<file path="config.mk">
export PLATFORM = sky130hd
export DESIGN_NAME = morse_letter_codec_unit
export DESIGN_NICKNAME = d
export VERILOG_FILES = /design/src/design/mlc_pkg.sv /design/src/design/mlc_emit.sv /design/src/design/morse_letter_codec_unit.sv
export SDC_FILE = /design/constraint.sdc
export NUM_CORES = 1
export LEC_CHECK = 0
export ABC_CLOCK_PERIOD_IN_PS = 2700
export BUFFER_PORTS_ARGS = -buffer_cell sky130_fd_sc_hd__buf_2
export CORE_ASPECT_RATIO = 0.7
export CORE_MARGIN = 2
export CORE_UTILIZATION = 55
export DETAILED_ROUTE_END_ITERATION = 8
export PLACE_DENSITY = 0.8
export SLEW_MARGIN = 20
export SYNTH_ARGS = -nofsm -noshare
export SYNTH_HDL_FRONTEND = slang
export SYNTH_SLANG_ARGS = --single-unit
</file>
<file path="constraint.sdc">
create_clock -name clk_i -period 2.7 [get_ports clk_i]
set_input_delay 0 -clock clk_i [delete_from_list [all_inputs] [get_ports clk_i]]
set_output_delay 0 -clock clk_i [all_outputs]
set_load 0.005 [all_outputs]
</file>
<file path="src/design/mlc_pkg.sv">
package mlc_pkg;

  // Longest code that decodes to a letter; a longer run is an error.
  localparam int MaxCodeLen = 4;
  // Stored symbols of a code, and the width of the code length counter.
  localparam int PatW   = 4;
  localparam int LenW   = 3;
  localparam int NumLetters = 26;

  localparam logic [7:0] CharDot  = 8'h2E;
  localparam logic [7:0] CharDash = 8'h2D;
  localparam logic [7:0] CharA    = 8'h61;
  localparam logic [7:0] CharZ    = 8'h7A;

  typedef enum logic [1:0] {
    SymDot  = 2'd0,
    SymDash = 2'd1,
    SymGap  = 2'd2
  } symbol_e;

  typedef struct packed {
    logic [LenW-1:0] len;
    logic [PatW-1:0] bits;
  } code_t;

  // One pending item for the result stage.
  typedef struct packed {
    logic            dec;     // decode result, single transfer
    logic [LenW-1:0] cnt;     // encode symbols still to send before the gap
    logic [PatW-1:0] bits;    // encode symbols, next one in bit 0
    logic [6:0]      letter;
    logic            status;
  } job_t;

  // Code of each letter; bit i is symbol i, 1 is a dash.
  function automatic code_t code_entry(input logic [4:0] idx);
    code_t c;
    case (idx)
      5'd0:  c = '{3'd2, 4'h2};
      5'd1:  c = '{3'd4, 4'h1};
      5'd2:  c = '{3'd4, 4'h5};
      5'd3:  c = '{3'd3, 4'h1};
      5'd4:  c = '{3'd1, 4'h0};
      5'd5:  c = '{3'd4, 4'h4};
      5'd6:  c = '{3'd3, 4'h3};
      5'd7:  c = '{3'd4, 4'h0};
      5'd8:  c = '{3'd2, 4'h0};
      5'd9:  c = '{3'd4, 4'hE};
      5'd10: c = '{3'd3, 4'h5};
      5'd11: c = '{3'd4, 4'h2};
      5'd12: c = '{3'd2, 4'h3};
      5'd13: c = '{3'd2, 4'h1};
      5'd14: c = '{3'd3, 4'h7};
      5'd15: c = '{3'd4, 4'h6};
      5'd16: c = '{3'd4, 4'hB};
      5'd17: c = '{3'd3, 4'h2};
      5'd18: c = '{3'd3, 4'h0};
      5'd19: c = '{3'd1, 4'h1};
      5'd20: c = '{3'd3, 4'h4};
      5'd21: c = '{3'd4, 4'h8};
      5'd22: c = '{3'd3, 4'h6};
      5'd23: c = '{3'd4, 4'h9};
      5'd24: c = '{3'd4, 4'hD};
      5'd25: c = '{3'd4, 4'h3};
      default: c = '{3'd0, 4'h0};
    endcase
    return c;
  endfunction

  // Letter for a collected code, 0 when no letter has that code.
  function automatic logic [6:0] code_letter(input logic [LenW-1:0] len,
                                             input logic [PatW-1:0] bits);
    logic [6:0] l;
    code_t      c;
    l = '0;
    for (int i = 0; i < NumLetters; i++) begin
      c = code_entry(5'(i));
      if (c.len == len && c.bits == bits) begin
        l = CharA[6:0] + 7'(i);
      end
    end
    return l;
  endfunction

endpackage

</file>
<file path="src/design/mlc_emit.sv">
module mlc_emit (
  input  logic            clk_i,
  input  logic            rst_ni,
  input  logic            job_load_i,
  input  mlc_pkg::job_t   job_i,
  output logic            job_busy_o,
  output logic            out_valid_o,
  input  logic            out_stall_i,
  output logic [1:0]      out_symbol_o,
  output logic [6:0]      out_letter_o,
  output logic            out_status_o,
  output logic            out_last_o
);

  logic          job_vld_q, job_vld_d;
  mlc_pkg::job_t job_q, job_d;
  logic          out_vld_q, out_vld_d;
  logic [1:0]    sym_q, sym_d;
  logic [6:0]    letter_q, letter_d;
  logic          status_q, status_d;
  logic          last_q, last_d;

  logic          out_free;
  logic          take;
  logic          res_last;
  logic          job_done;

  assign out_free = !out_vld_q || !out_stall_i;
  assign take     = job_vld_q && out_free;
  assign res_last = job_q.dec || (job_q.cnt == '0);
  assign job_done = take && res_last;

  assign job_busy_o = job_vld_q && !job_done;

  always_comb begin
    job_vld_d = job_vld_q;
    job_d     = job_q;
    if (job_load_i) begin
      job_vld_d = 1'b1;
      job_d     = job_i;
    end else if (job_done) begin
      job_vld_d = 1'b0;
    end else if (take) begin
      job_d.cnt  = job_q.cnt - 1'b1;
      job_d.bits = job_q.bits >> 1;
    end
  end

  always_comb begin
    out_vld_d = out_vld_q;
    sym_d     = sym_q;
    letter_d  = letter_q;
    status_d  = status_q;
    last_d    = last_q;
    if (take) begin
      out_vld_d = 1'b1;
      last_d    = res_last;
      if (job_q.dec) begin
        sym_d    = mlc_pkg::SymDot;
        letter_d = job_q.letter;
        status_d = job_q.status;
      end else begin
        letter_d = '0;
        status_d = 1'b0;
        if (job_q.cnt == '0) begin
          sym_d = mlc_pkg::SymGap;
        end else if (job_q.bits[0]) begin
          sym_d = mlc_pkg::SymDash;
        end else begin
          sym_d = mlc_pkg::SymDot;
        end
      end
    end else if (out_free) begin
      out_vld_d = 1'b0;
    end
  end

  always_ff @(posedge clk_i or negedge rst_ni) begin
    if (!rst_ni) begin
      job_vld_q <= 1'b0;
      out_vld_q <= 1'b0;
    end else begin
      job_vld_q <= job_vld_d;
      out_vld_q <= out_vld_d;
    end
  end

  always_ff @(posedge clk_i) begin
    job_q    <= job_d;
    sym_q    <= sym_d;
    letter_q <= letter_d;
    status_q <= status_d;
    last_q   <= last_d;
  end

  assign out_valid_o  = out_vld_q;
  assign out_symbol_o = sym_q;
  assign out_letter_o = letter_q;
  assign out_status_o = status_q;
  assign out_last_o   = last_q;

`ifndef SYNTHESIS
  a_no_job_overwrite: assert property (@(posedge clk_i) disable iff (!rst_ni)
    job_load_i |-> (!job_vld_q || job_done))
    else $error("job loaded while previous job still pending");

  a_enc_cnt_range: assert property (@(posedge clk_i) disable iff (!rst_ni)
    (job_vld_q && !job_q.dec) |-> (job_q.cnt <= 3'(mlc_pkg::PatW)))
    else $error("encode symbol count out of range");

  a_gap_is_last: assert property (@(posedge clk_i) disable iff (!rst_ni)
    (out_vld_q && sym_q == mlc_pkg::SymGap) |-> last_q)
    else $error("gap symbol without last flag");

  a_job_retires: assert property (@(posedge clk_i) disable iff (!rst_ni)
    (job_done && !job_load_i) |=> !job_vld_q)
    else $error("job still pending after its last transfer");
`endif

endmodule

</file>
<file path="src/design/morse_letter_codec_unit.sv">
// Channel   Direction  Handshake                 Payload
// cfg       in         cfg_we_i                  cfg_wdata_i (decode_mode)
// in        in         in_valid_i / in_stall_o   in_char_i
// out       out        out_valid_o / out_stall_i out_symbol_o, out_letter_o,
//                                                out_status_o, out_last_o
//
// An item that yields one result or none does not hold up the input; a letter in
// encode mode yields its code length plus one gap, so 2 to 5 results, one output
// transfer a cycle while out_stall_i is low. A single job register ahead of the
// output register lets the next item in as the current job sends its last result.
// Reset clears the mode (encode), the collected code and both valid flags.
// A stalled output holds its result; the job register then holds, and in_stall_o
// rises until the job's last result can move.
module morse_letter_codec_unit (
  input  logic       clk_i,
  input  logic       rst_ni,
  input  logic       cfg_we_i,
  input  logic       cfg_wdata_i,
  input  logic       in_valid_i,
  output logic       in_stall_o,
  input  logic [7:0] in_char_i,
  output logic       out_valid_o,
  input  logic       out_stall_i,
  output logic [1:0] out_symbol_o,
  output logic [6:0] out_letter_o,
  output logic       out_status_o,
  output logic       out_last_o
);

  logic                     mode_q;
  logic [mlc_pkg::PatW-1:0] pat_q, pat_d;
  logic [mlc_pkg::LenW-1:0] len_q, len_d;

  logic          in_acc;
  logic          job_busy;
  logic          job_load;
  mlc_pkg::job_t job;
  logic          is_sym;
  logic          is_letter;
  logic [4:0]    letter_off;
  mlc_pkg::code_t enc_code;
  logic [6:0]    dec_letter;
  logic          code_ok;

  assign in_stall_o = job_busy;
  assign in_acc     = in_valid_i && !job_busy;

  // Classify the incoming character.
  assign is_sym     = (in_char_i == mlc_pkg::CharDot) || (in_char_i == mlc_pkg::CharDash);
  assign is_letter  = (in_char_i >= mlc_pkg::CharA) && (in_char_i <= mlc_pkg::CharZ);
  assign letter_off = in_char_i[4:0] - mlc_pkg::CharA[4:0];
  assign enc_code   = mlc_pkg::code_entry(letter_off);

  // Decode lookup on the code collected so far.
  assign dec_letter = mlc_pkg::code_letter(len_q, pat_q);
  assign code_ok    = (len_q != '0) && (len_q <= mlc_pkg::LenW'(mlc_pkg::MaxCodeLen))
                      && (dec_letter != '0);

  // Build the job for this transfer; only letters (encode) and
  // separators (decode) produce results.
  always_comb begin
    job.dec    = mode_q;
    job.cnt    = enc_code.len;
    job.bits   = enc_code.bits;
    job.letter = code_ok ? dec_letter : '0;
    job.status = !code_ok;
    job_load   = in_acc && (mode_q ? !is_sym : is_letter);
  end

  // Collect dots and dashes; a separator empties the code.
  always_comb begin
    pat_d = pat_q;
    len_d = len_q;
    if (in_acc && mode_q) begin
      if (is_sym) begin
        if (len_q < mlc_pkg::LenW'(mlc_pkg::PatW) && in_char_i == mlc_pkg::CharDash) begin
          pat_d[len_q[1:0]] = 1'b1;
        end
        // Saturate one past the longest code to mark an over-long run.
        if (len_q <= mlc_pkg::LenW'(mlc_pkg::MaxCodeLen)) begin
          len_d = len_q + 1'b1;
        end
      end else begin
        pat_d = '0;
        len_d = '0;
      end
    end
  end

  always_ff @(posedge clk_i or negedge rst_ni) begin
    if (!rst_ni) begin
      mode_q <= 1'b0;
      pat_q  <= '0;
      len_q  <= '0;
    end else begin
      if (cfg_we_i) begin
        mode_q <= cfg_wdata_i;
      end
      pat_q <= pat_d;
      len_q <= len_d;
    end
  end

  // Serialize each job into output transfers.
  mlc_emit u_emit (
    .clk_i        (clk_i),
    .rst_ni       (rst_ni),
    .job_load_i   (job_load),
    .job_i        (job),
    .job_busy_o   (job_busy),
    .out_valid_o  (out_valid_o),
    .out_stall_i  (out_stall_i),
    .out_symbol_o (out_symbol_o),
    .out_letter_o (out_letter_o),
    .out_status_o (out_status_o),
    .out_last_o   (out_last_o)
  );

endmodule

</file>
Yosys cells after proc, flatten, opt, wreduce, memory -nomap -nowiden
Memories as Yosys holds them, arrays and structs flattened.
Cells that the tools add are included.
- logic and storage cells: 146
- output and inout port bits: 13
- memory bits (read-only): 224
- memories kept: 1
- register bits after elaboration: 37
- input bits: 14
- muxes and demuxes: 42
- $add $sub $neg: 3
- equal/unequal tests: 21
- bitwise operators: 1
- magnitude comparators: 6
- reductions and logical operators: 57
- memory list (memory ; words ; bits a word ; rd ports ; clocked after memory_dff ; wr ports ; line ; text):
    (no name shown) ; 32 ; 7 ; 1 ; 0 ; 0 ; mlc_pkg.sv:38 ; case (idx)
- operators by type and width (operator ; number):
    $mux 7 ; 29
    $logic_and 1x1->1 ; 37
    $eq 4x4->1 const A ; 5
    $eq 3x4->1 const A ; 4
    $eq 8x6->1 const B ; 2
    $eq 2x4->1 const A ; 2
    $ge 8x7->1 const B ; 1
    $le 8x7->1 const B ; 1
    $mux 4 ; 2
    $mux 1 ; 7
    $reduce_bool 7->1 ; 1
    $eq 2x3->1 const A ; 2
    $logic_not 1->1 ; 6
    $mux 3 ; 2
    $reduce_and 2->1 ; 3
    $reduce_bool 2->1 ; 3
    $sub 5x1->5 const B ; 1
    $eq 1x4->1 const A ; 1
    $logic_not 4->1 ; 1
    $ne 2x1->1 const B ; 2
    $or 4x4->4 ; 1
    $add 3x1->3 const B ; 1
    $eq 1x3->1 const A ; 1
    $eq 3x3->1 const A ; 1
    12 further kinds ; 14

Depth between registers and ports, before layout
Gate-level depths: netlist of run 1.
- depth after elaboration: 31
- gate-level depth with buffers: 10
- mapped depth without buffers: 8

By module
Synthesis of run 1 repeated with hierarchy kept, for this count alone.
- cells, all modules: 288
- area total of the unflattened synthesis: 2705.1 sq um
- by module, submodules not included (module ; cells an instance ; area an instance (sq um) ; seq. area each (sq um) ; times used):
    morse_letter_codec_unit ; 224 ; 1574.0 ; 200.2 ; 1
    mlc_emit ; 64 ; 1131.1 ; 860.8 ; 1

Worst setup path before layout of run 1
Ideal clock, no wire load.
- kind: reg2reg
- start: register len_q[0] (netlist bit)
- end: register u_emit.job_q[2] (netlist bit), data pin
- required time: 2.418 ns
- setup time: 0.282 ns
- path buffers: 1
- data arrival time: 2.029 ns
- stages on the path, launching flop included: 9
- slack: 0.389 ns
- path through: dfrtp_1 > ha_1 > ha_1 > buf_2 > and2_1 > a22oi_1 > o311ai_1 > o41ai_2 > a41oi_1
- cells in the longest elaborated chain, start to end: 30
- elaborated cells between the ends (all ways): 61
- those cells by class: order compare (1); eq/ne (4); mux (26); reduce/logical (30)
- ends and longest elaborated chain (item ; line ; text):
    start, declared ; morse_letter_codec_unit.sv:32 ; logic [mlc_pkg::LenW-1:0] len_q, len_d;
    start signal, assigned ; morse_letter_codec_unit.sv:100 ; len_q <= len_d;
    $eq 2x3->1 ; mlc_pkg.sv:78 ; if (c.len == len && c.bits == bits) begin
    $logic_and 1x1->1 ; mlc_pkg.sv:78 ;
    $mux 7 (26 in a row) ; mlc_pkg.sv:78 ;
    $reduce_bool 7->1 ; morse_letter_codec_unit.sv:57 ; && (dec_letter != '0);
    $logic_and 1x1->1 ; morse_letter_codec_unit.sv:57 ;
    end signal, assigned ; mlc_emit.sv:89 ; job_q <= job_d;
    end, declared ; mlc_emit.sv:16 ; mlc_pkg::job_t job_q, job_d;
Parallel ways exist; a longest one is shown, timed or not.
A chain may end at the register's enable or synchronous reset.

Worst setup path after layout of run 1
Ends and elaborated chain as after synthesis.

==> results of run 1 <==
## Yosys cell counts, drive strengths merged, types with 3 or more instances
| master | instances |
|---|---|
| or2 | 3 |
| mux2i | 6 |
| o211ai | 5 |
| nor2 | 19 |
| edfxtp | 25 |
| nor4b | 4 |
| inv | 19 |
| o22ai | 3 |
| nand2 | 22 |
| nor3 | 4 |
| a21boi | 5 |
| nand3 | 5 |
| a21o | 4 |
| and2 | 12 |
| o21ai | 17 |
| nor3b | 5 |
| nand4b | 3 |
| ha | 14 |
| o31ai | 3 |
| nand3b | 3 |
| mux2 | 4 |
| a31oi | 9 |
| clkbuf | 5 |
| a21oi | 14 |
| nor2b | 9 |
| buf | 17 |
| dfrtp | 10 |
| nand2b | 6 |
## through the flow
step                util (%)  instances  hold slack, ns  setup slack [ns]
detailed placement      61.3        381          -0.130             0.244
floorplan                  -        296          -0.296             0.389
global placement        61.3        381          -0.133             0.359
finish                  64.5        393           0.102             0.185
global route            64.5        393           0.121            0.0760
CTS                     64.5        393          0.0973             0.238
## what timing repair did
action	CTS	global route
setup endpoints to repair	0	0
endpoints found under the hold margin	12	0
hold buffers	4	0
## power breakdown
group          leakage [nW]  internal [W]  total (W)  switching (W)
Clock                0.0581      0.000274   0.000459       0.000185
Sequential            0.369      0.000692   0.000754      0.0000614
Combinational         0.793      0.000211   0.000486       0.000275
## worst max path at each step
stage	to	slack, ns	depth (start not counted)	from
2_1_floorplan	u_emit.job_q[2]	0.39	8	len_q[0]
3_3_place_gp	u_emit.job_q[2]	0.36	7	len_q[0]
3_5_place_dp	u_emit.job_q[2]	0.24	7	len_q[0]
4_1_cts	u_emit.job_q[2]	0.24	7	len_q[0]
5_1_grt	u_emit.job_q[2]	0.08	7	len_q[0]
6_report	u_emit.job_q[2]	0.18	7	len_q[0]
## flip-flops by register name, indices dropped and copies added (netlist names)
signal,count
u_emit.job_q,15
u_emit.out_letter_o,6
pat_q,4
len_q,3
u_emit.out_symbol_o,2
mode_q,1
u_emit.job_vld_q,1
u_emit.out_last_o,1
u_emit.out_status_o,1
u_emit.out_valid_o,1
## metal layers
metal	global-route usage, %	wire [um]	part of all wire, %	vias up
li1	-	-	-	1143
met1	36.9	2990	50	1099
met2	30.5	2420	40	142
met3	5.90	513	8.6	8
met4	4.17	69	1.2	0
met5	0	0	0	-
## critical path, stage by stage, from the launching register on
cell	delay [ns]
dfrtp_1	0.45
ha_1	0.25
ha_1	0.20
and2_1	0.20
a22oi_1	0.26
o311ai_1	0.17
o41ai_2	0.61
a41oi_1	0.09
## cell families (layout without fill, tap and decap cells)
| group | Yosys count | in the layout | share of synthesized area (%) |
|---|---|---|---|
| AO/OA/AOI/OAI | 90 | 90 | 23.8 |
| XOR/XNOR | 4 | 4 | 1.54 |
| adder cells (fa/ha/maj) | 14 | 14 | 6.36 |
| buffers and inverters | 41 | 69 | 6.77 |
| flip-flops | 35 | 35 | 36.3 |
| multiplexers | 10 | 10 | 3.81 |
| AND/OR/NAND/NOR | 102 | 102 | 21.4 |
## final cells by class
cell class                 instances  share of cell area, %
timing repair buffer              42                   8.40
inverter                          19                   2.30
multi-input combinational        220                   50.6
clock buffer                       5                   2.22
tap                               69                   2.79
sequential                        35                   32.3
clock inverter                     3                   1.41
==> impl_metrics.env, run 1 <==
export IMPL_status="finished, final reports clean"
export IMPL_post_drt_wl_per_cell_um=15.2
export IMPL_dieArea_mm2=0.00560
export IMPL_core_area_mm2=0.00481
export IMPL_grt_pass1_vias=2066
export IMPL_wirelength_mm=5.99
export IMPL_via_per_inst=6.09
export IMPL_async_flop_share_pct=28.6
export IMPL_area_delta_synth_final_pct=12.5
export IMPL_drtAntennaViolNets=0
export IMPL_post_cts_buffers=0
export IMPL_cp_max_fo=6
export IMPL_fillerInstances=404
export IMPL_antenna_found_initial=0
export IMPL_fp_dieW_um=88.6
export IMPL_hold_viol_final=0
export IMPL_setup_viol=0
export IMPL_yosys_top_cells_area="edfxtp_1, dfrtp_1, ha_1, o21ai_0, nand2_1"
export IMPL_die_y_um=63.2
export IMPL_ys_ff_latch=35
export IMPL_dp_hpwl_mm=4.42
export IMPL_cts_root_buf="clkbuf_8"
export IMPL_start_util_pct=57.3
export IMPL_grt_max_degree=23
export IMPL_cts_tree="yes"
export IMPL_globalRouteOverflowTotal=0
export IMPL_synth_edf_count=25
export IMPL_power_leakage_nw=1.22
export IMPL_r2r_end="u_emit.job_q[2]"
export IMPL_vdd_drop_max_uv=306
export IMPL_final_common_cell="buf_2"
export IMPL_rrSetupSlack_ns=0.18
export IMPL_drtPass1Iterations=5
export IMPL_ys_flop_type="edfxtp_1"
export IMPL_ctsHtreeMaxLevel=2
export IMPL_crit_type="register to register"
export IMPL_num_rows=21
export IMPL_synth_cell_types=68
export IMPL_num_antenna_cells=0
export IMPL_yosysWarnings=0
export IMPL_clock_sinks=35
export IMPL_required_ns=2.71
export IMPL_p_per_area_mw_per_mm2=548
export IMPL_syn_inst=296
export IMPL_synth_top_area_share_pct=27.2
export IMPL_syn_avg_cell_area_um2=9.31
export IMPL_clkSlewWorstSetupHoldPaths_ns=0.07
export IMPL_synth_area_mm2=0.00276
export IMPL_yosysSeqAreaShare_pct=36.3
export IMPL_vias=2392
export IMPL_grt_pass1_wl_mm=10.1
export IMPL_syn_num_nets=324
export IMPL_hp_class="input pin to asynchronous set/reset pin"
export IMPL_drv_cap=0
export IMPL_arrival_ns=2.52
export IMPL_slew_limit_headroom_pct=39.8
export IMPL_fin_nets=351
export IMPL_register_area_mm2=0.00100
export IMPL_num_io_pins=27
export IMPL_period_share_pct=93.2
export IMPL_gp_congestion=0.913
export IMPL_port_buffers=26
export IMPL_startpoint_type="register"
export IMPL_yosysTopAreaCell="edfxtp_1"
export IMPL_final_max_slew_viol_count=0
export IMPL_cts_buffer_depth=2
export IMPL_r2r_start="len_q[0]"
export IMPL_tns_ns=0
export IMPL_track_usage_pct=22.8
export IMPL_numCtsBuffers=5
export IMPL_cts_resized=0
export IMPL_clk_insertion_delay_late_ns=0.29
export IMPL_fmax_mhz=398
export IMPL_multi_input_area_mm2=0.00157
export IMPL_drt_initial_drc_count=301
export IMPL_drive_gt1_share_pct=18.5
export IMPL_end_kind="register"
export IMPL_dpl_instance_area_mm2=0.00295
export IMPL_final_cell_area_mm2=0.00310
export IMPL_drc=0
export IMPL_grt_setup_unrepaired="false"
export IMPL_worst_pin_slew_ns=0.896
export IMPL_min_period_ns=2.52
export IMPL_reg2reg_depth=7
export IMPL_p_total_w=0.00170
export IMPL_skew_ns=0.00811
export IMPL_mostFrequentLayoutCells="buf_2, edfxtp_1, nand2_1"
No activity file was read; power rests on OpenSTA's default activity.
==> inputs of run 2 (changes only) <==
ABC_AREA = 1   (was default)
CORE_MARGIN = default   (was 2)
PLACE_DENSITY = 0.81   (was 0.8)
==> run 2 against run 1 <==
- routed wire length decreased by 16%
- utilization increased by 2.8 points
- highest routed layer unchanged
- die area down 16%
- critical endpoint is now u_emit.job_q[13]
- register-to-register slack better by 0.30 ns
- via count shrank 9.4%
- synthesized cell count up 6.4%
- area after synthesis is 12% lower
- cell count up 2.5%
- worst setup slack improved by 0.30 ns
- sequential power is 6.6% lower
- sequential cell count stayed put
==> impl_metrics.env, run 2 <==
export IMPL_final_max_slew_viol_count=0
export IMPL_num_rows=19
export IMPL_fmax_mhz=452
export IMPL_ys_ff_latch=35
export IMPL_r2r_start="u_emit.job_q[12]"
export IMPL_yosysSeqAreaShare_pct=41.2
export IMPL_p_per_area_mw_per_mm2=506
export IMPL_status="finished, final reports clean"
export IMPL_final_cell_area_mm2=0.00273
export IMPL_gp_congestion=1.03
export IMPL_clk_insertion_delay_late_ns=0.29
export IMPL_port_buffers=26
export IMPL_drv_cap=0
export IMPL_syn_avg_cell_area_um2=7.72
export IMPL_numCtsBuffers=5
export IMPL_synth_cell_types=33
export IMPL_ys_flop_type="edfxtp_1"
export IMPL_largest_reg_flops=15
export IMPL_drt_initial_drc_count=141
export IMPL_min_period_ns=2.21
export IMPL_vias=2168
export IMPL_grt_setup_unrepaired="false"
export IMPL_rrSetupSlack_ns=0.49
export IMPL_die_y_um=57.6
export IMPL_clock_sinks=35
export IMPL_setup_viol=0
export IMPL_dieArea_mm2=0.00470
export IMPL_grt_max_degree=18
export IMPL_drive_gt1_share_pct=15.7
export IMPL_grt_pass1_vias=1804
export IMPL_num_antenna_cells=0
export IMPL_hp_class="input pin to asynchronous set/reset pin"
export IMPL_area_delta_synth_final_pct=12.4
export IMPL_reg2reg_depth=13
export IMPL_cts_tree="yes"
export IMPL_holdWs_ns=0.0966
export IMPL_power_leakage_nw=1.29
export IMPL_fin_util_pct=67.3
export IMPL_synth_top_area_share_pct=30.9
export IMPL_arrival_ns=2.25
export IMPL_drc=0
export IMPL_fp_dieW_um=81.5
export IMPL_synth_edf_count=25
export IMPL_yosysTopAreaCell="edfxtp_1"
export IMPL_period_share_pct=81.9
export IMPL_crit_type="register to register"
export IMPL_drtPass1Iterations=5
export IMPL_wirelength_mm=5.05
export IMPL_cp_max_fo=17
export IMPL_cts_buffer_depth=2
export IMPL_skew_ns=0.00828
export IMPL_drtAntennaViolNets=0
export IMPL_vdd_drop_max_uv=321
export IMPL_setup_ws_ns=0.488
export IMPL_mostFrequentLayoutCells="nand2_1, inv_1, nor2_1"
export IMPL_track_usage_pct=23.9
export IMPL_syn_num_nets=343
export IMPL_globalRouteOverflowTotal=0
export IMPL_grt_pass1_wl_mm=8.32
export IMPL_dpl_instance_area_mm2=0.00261
export IMPL_fin_nets=378
export IMPL_core_area_mm2=0.00407
export IMPL_post_drt_wl_per_cell_um=12.5
export IMPL_async_flop_share_pct=28.6
export IMPL_dp_hpwl_mm=3.96
export IMPL_largest_register="u_emit.job_q"
export IMPL_tns_ns=0
export IMPL_via_per_inst=5.38
export IMPL_worst_pin_slew_ns=0.465
export IMPL_final_common_cell="nand2_1"
export IMPL_yosys_top_cells_area="edfxtp_1, nand2_1, dfrtp_1, inv_1, ha_1"
export IMPL_syn_inst=315
export IMPL_cts_root_buf="clkbuf_8"
export IMPL_num_io_pins=27
export IMPL_synth_most_common_cell="nand2_1"
export IMPL_end_kind="register"
export IMPL_r2r_end="u_emit.job_q[13]"
export IMPL_required_ns=2.74
export IMPL_ctsHtreeMaxLevel=2
export IMPL_synth_common_cells="nand2_1, inv_1, nor2_1"
export IMPL_place_ws_ns=0.503
export IMPL_start_util_pct=59.8
export IMPL_slew_limit_headroom_pct=68.9
export IMPL_clkSlewWorstSetupHoldPaths_ns=0.07
export IMPL_yosysWarnings=0
export IMPL_antenna_found_initial=0
export IMPL_startpoint_type="register"
export IMPL_hold_viol_final=0
export IMPL_synth_area_mm2=0.00243
==> run 2: through the flow <==
stage                     total power (W)  std cells
after floorplan                  0.000915        315
after global placement            0.00101        391
after detailed placement          0.00102        391
after CTS                         0.00139        403
after global routing              0.00147        403
final                             0.00138        403
==> run 2: critical path, stage by stage, from the launching register on <==
cell and delay, ns:
edfxtp_1 0.36, inv_1 0.06, ha_1 0.20, ha_1 0.22
nor2_4 0.15, inv_4 0.06, a21oi_4 0.15, nor2_2 0.09
nand2_4 0.08, nor2_4 0.05, a21oi_4 0.22, inv_4 0.14
o21ai_1 0.10, o22ai_1 0.09
==> run 2: final cells by class <==
cell class	count	area, um^2
Fill cell	365	1330
Multi-Input combinational cell	218	1180
Sequential cell	35	1000
Inverter	59	226
Timing Repair Buffer	31	178
Clock buffer	6	72.6
Tap cell	52	65.1
Clock inverter	2	12.5
==> run 2: how the worst max path moves through the flow <==
| stage | startpoint | to | cells after the start |
|---|---|---|---|
| floorplan | u_emit.job_q[12] | u_emit.job_q[13] | 13 |
| global placement | u_emit.job_q[12] | u_emit.job_q[12] | 13 |
| detailed placement | u_emit.job_q[12] | u_emit.job_q[13] | 13 |
| CTS | u_emit.job_q[12] | u_emit.job_q[13] | 13 |
| global route | u_emit.job_q[12] | u_emit.job_q[10] | 13 |
| finish | u_emit.job_q[12] | u_emit.job_q[13] | 13 |
==> run 2: power by group <==
group	leakage, nW	internal [W]	total (W)	switching, W
sequential	0.369	0.000677	0.000704	0.0000274
clock	0.0412	0.000180	0.000368	0.000188
combinational	0.876	0.000116	0.000312	0.000197
total	1.29	0.000973	0.00138	0.000412
==> run 2: cells by family after synthesis <==
group / share of synthesized area, %
compound gates: 13.6
xor+xnor: 0.669
simple gates: 27.0
fa+ha+maj: 7.20
buf+inv: 10.4
flops: 41.2
==> run 2: per-layer routing <==
metal	GRT usage (%)	up-vias	part of all wire (%)
met3	7.09	6	8.4
li1	-	1103	-
met1	37.2	969	50
met4	5.36	0	0.87
met5	0	-	0
met2	32.4	90	41
==> run 2: timing repair <==
| action | 4_1_cts | 5_1_grt |
|---|---|---|
| endpoints found under the setup margin | 0 | 0 |
| hold buffers | 4 | 0 |
| endpoints found under the hold margin | 12 | 0 |
| resized for setup | 0 | 0 |
| buffers inserted | 0 | 0 |
==> inputs of run 3 (changes only) <==
ABC_CLOCK_PERIOD_IN_PS = 1950   (was 2700)
CORE_UTILIZATION = 53   (was 55)
clock period = 1.95 ns   (was 2.7 ns; I/O delays follow)
==> run 3 against run 2 <==
- the run now ends with negative setup slack left
- count of clock-buffer cells in the layout shrank 1
- utilization rose by 7.6 points
- register-to-register slack got worse by 0.56 ns
- largest power group unchanged
- highest routed layer unchanged
- sequential power up 38%
- clock power is 84% higher
==> impl_metrics.env, run 3 (same netlist as run 2, synthesis figures left out) <==
export IMPL_startpoint_type="register"
export IMPL_clkSlewWorstSetupHoldPaths_ns=0.08
export IMPL_stdcell_count=446
export IMPL_grt_max_degree=13
export IMPL_wirelength_mm=6.27
export IMPL_post_drt_wl_per_cell_um=14.1
export IMPL_clock_sinks=35
export IMPL_path_delay_family="compound AO/OA/AOI/OAI gates"
export IMPL_largest_reg_flops=15
export IMPL_skew_ns=0.00661
export IMPL_multi_input_area_mm2=0.00137
export IMPL_num_rows=20
export IMPL_arrival_ns=2.07
export IMPL_tns_ns=-1.50
export IMPL_num_io_pins=27
export IMPL_die_y_um=58.7
export IMPL_fmax_mhz=494
export IMPL_holdWs_ns=0.0402
export IMPL_crit_chain="inv_1, ha_2, ha_4, nor2_4, inv_4, a21oi_4, nor2_4, nand2_4, nor2_4, a21oi_4, inv_6, o21ai_1, o22ai_1"
export IMPL_hold_path_depth=3
export IMPL_fin_nets=418
export IMPL_port_buffers=26
export IMPL_crit_type="register to register"
export IMPL_vias=2445
export IMPL_p_per_area_mw_per_mm2=674
export IMPL_r2r_end="u_emit.job_q[13]"
export IMPL_dieArea_mm2=0.00487
export IMPL_hp_class="input pin to register"
export IMPL_drv_cap=0
export IMPL_gp_congestion=1.04
export IMPL_start_util_pct=55.5
export IMPL_track_usage_pct=26.2
export IMPL_clk_insertion_delay_late_ns=0.30
export IMPL_worstHoldEndpoint="u_emit.out_valid_o"
export IMPL_numCtsBuffers=5
export IMPL_cts_root_buf="clkbuf_8"
export IMPL_violations="negative setup slack"
export IMPL_globalRouteOverflowTotal=0
export IMPL_slew_limit_headroom_pct=70.2
export IMPL_reg2reg_depth=13
export IMPL_drc=0
export IMPL_fillerInstances=301
export IMPL_antenna_found_initial=0
export IMPL_drt_initial_drc_count=195
export IMPL_place_ws_ns=-0.110
export IMPL_grt_setup_unrepaired="true"
export IMPL_drive_gt1_share_pct=36.1
export IMPL_drtPass1Iterations=5
export IMPL_drtAntennaViolNets=0
export IMPL_path_buf_inv=3
export IMPL_min_delay_start="out_stall_i"
export IMPL_core_area_mm2=0.00438
export IMPL_fp_dieW_um=83.0
export IMPL_cp_max_fo=5
export IMPL_dp_cells=420
export IMPL_mostFrequentLayoutCells="nand2_1, inv_1, buf_4"
export IMPL_ctsHtreeMaxLevel=2
export IMPL_via_per_inst=5.48
export IMPL_hold_viol_final=0
export IMPL_cts_tree="yes"
export IMPL_min_period_ns=2.02
export IMPL_cts_buffer_depth=2
export IMPL_power_leakage_nw=1.54
export IMPL_period_share_pct=104
export IMPL_p_total_w=0.00221
export IMPL_rrSetupSlack_ns=-0.07
export IMPL_required_ns=2.00
export IMPL_setup_viol=28
export IMPL_grt_pass1_vias=2224
export IMPL_setup_ws_ns=-0.0723
export IMPL_worst_pin_slew_ns=0.443
export IMPL_dp_hpwl_mm=4.43
export IMPL_slowest_delay_ns=0.37
export IMPL_num_antenna_cells=0
export IMPL_final_max_slew_viol_count=0
export IMPL_end_kind="register"
export IMPL_grt_pass1_wl_mm=10.0
export IMPL_register_area_mm2=0.00100
export IMPL_r2r_start="u_emit.job_q[12]"
export IMPL_cpMostUsedCell="nor2_4"
export IMPL_status="finished, violations left"
export IMPL_slowest_stage="edfxtp_1"
export IMPL_area_delta_synth_final_pct=34.8
export IMPL_largest_register="u_emit.job_q"
export IMPL_final_common_cell="nand2_1"
export IMPL_vdd_drop_max_uv=531
run 3: changes by cell type in the layout (fill, tap and decap cells not counted), moves of 7 or more:
| cell | previous run | this run |
|---|---|---|
| nand2_2 | 3 | 10 |
| nor2_1 | 35 | 26 |
| nand2_1 | 68 | 60 |
| buf_4 | 1 | 37 |
| o21ai_0 | 25 | 17 |
run 3: what timing repair did:
item | 4_1_cts | 5_1_grt
gates cloned | 1 | 0
pin swaps | 6 | 14
hold endpoints to repair | 11 | 0
hold buffers | 3 | 0
endpoints found under the setup margin | 30 | 36
setup buffers | 10 | 4
gates resized for setup | 20 | 45
run 3: worst max-delay path by stage:
stage | from | end | cells after the start
after floorplan | u_emit.job_q[12] | u_emit.job_q[13] | 13
after global placement | u_emit.job_q[12] | u_emit.job_q[10] | 11
after detailed placement | u_emit.job_q[12] | u_emit.job_q[8] | 11
after CTS | u_emit.job_q[12] | u_emit.job_q[10] | 11
after global routing | u_emit.job_q[12] | u_emit.job_q[8] | 12
final | u_emit.job_q[12] | u_emit.job_q[13] | 13
run 3: where the power goes:
part	internal, W	switching, W
registers	0.000936	0.0000379
clock network	0.000381	0.000295
logic	0.000239	0.000322
run 3: cell type report:
cell class / instances / share of cell area [%]
multi-input combinational: 218 / 41.7
sequential: 35 / 30.5
timing repair buffer: 70 / 15.0
inverter: 59 / 7.14
clock buffer: 5 / 2.10
tap: 55 / 2.10
clock inverter: 3 / 1.34
timing repair inverter: 1 / 0.115
run 3: layer usage:
metal,GRT usage [%],vias up,routed length (um)
li1,-,1188,-
met1,36.8,1143,2960
met2,41.7,101,2800
met3,5.05,13,430
met4,8.62,0,87
met5,0,-,0
run 3: worst min-delay path: cells and delay by family:
family,cells,cell delay (ns)
buffers and inverters,1,0.10
and+or+nand+nor,2,0.20
run 3: per-stage QoR:
| step | utilization (%) | cell area, um^2 |
|---|---|---|
| after floorplan | - | 2430 |
| after global placement | 64.2 | 2810 |
| after detailed placement | 64.2 | 2810 |
| after CTS | 71.3 | 3120 |
| after global routing | 74.9 | 3280 |
| final | 74.9 | 3280 |
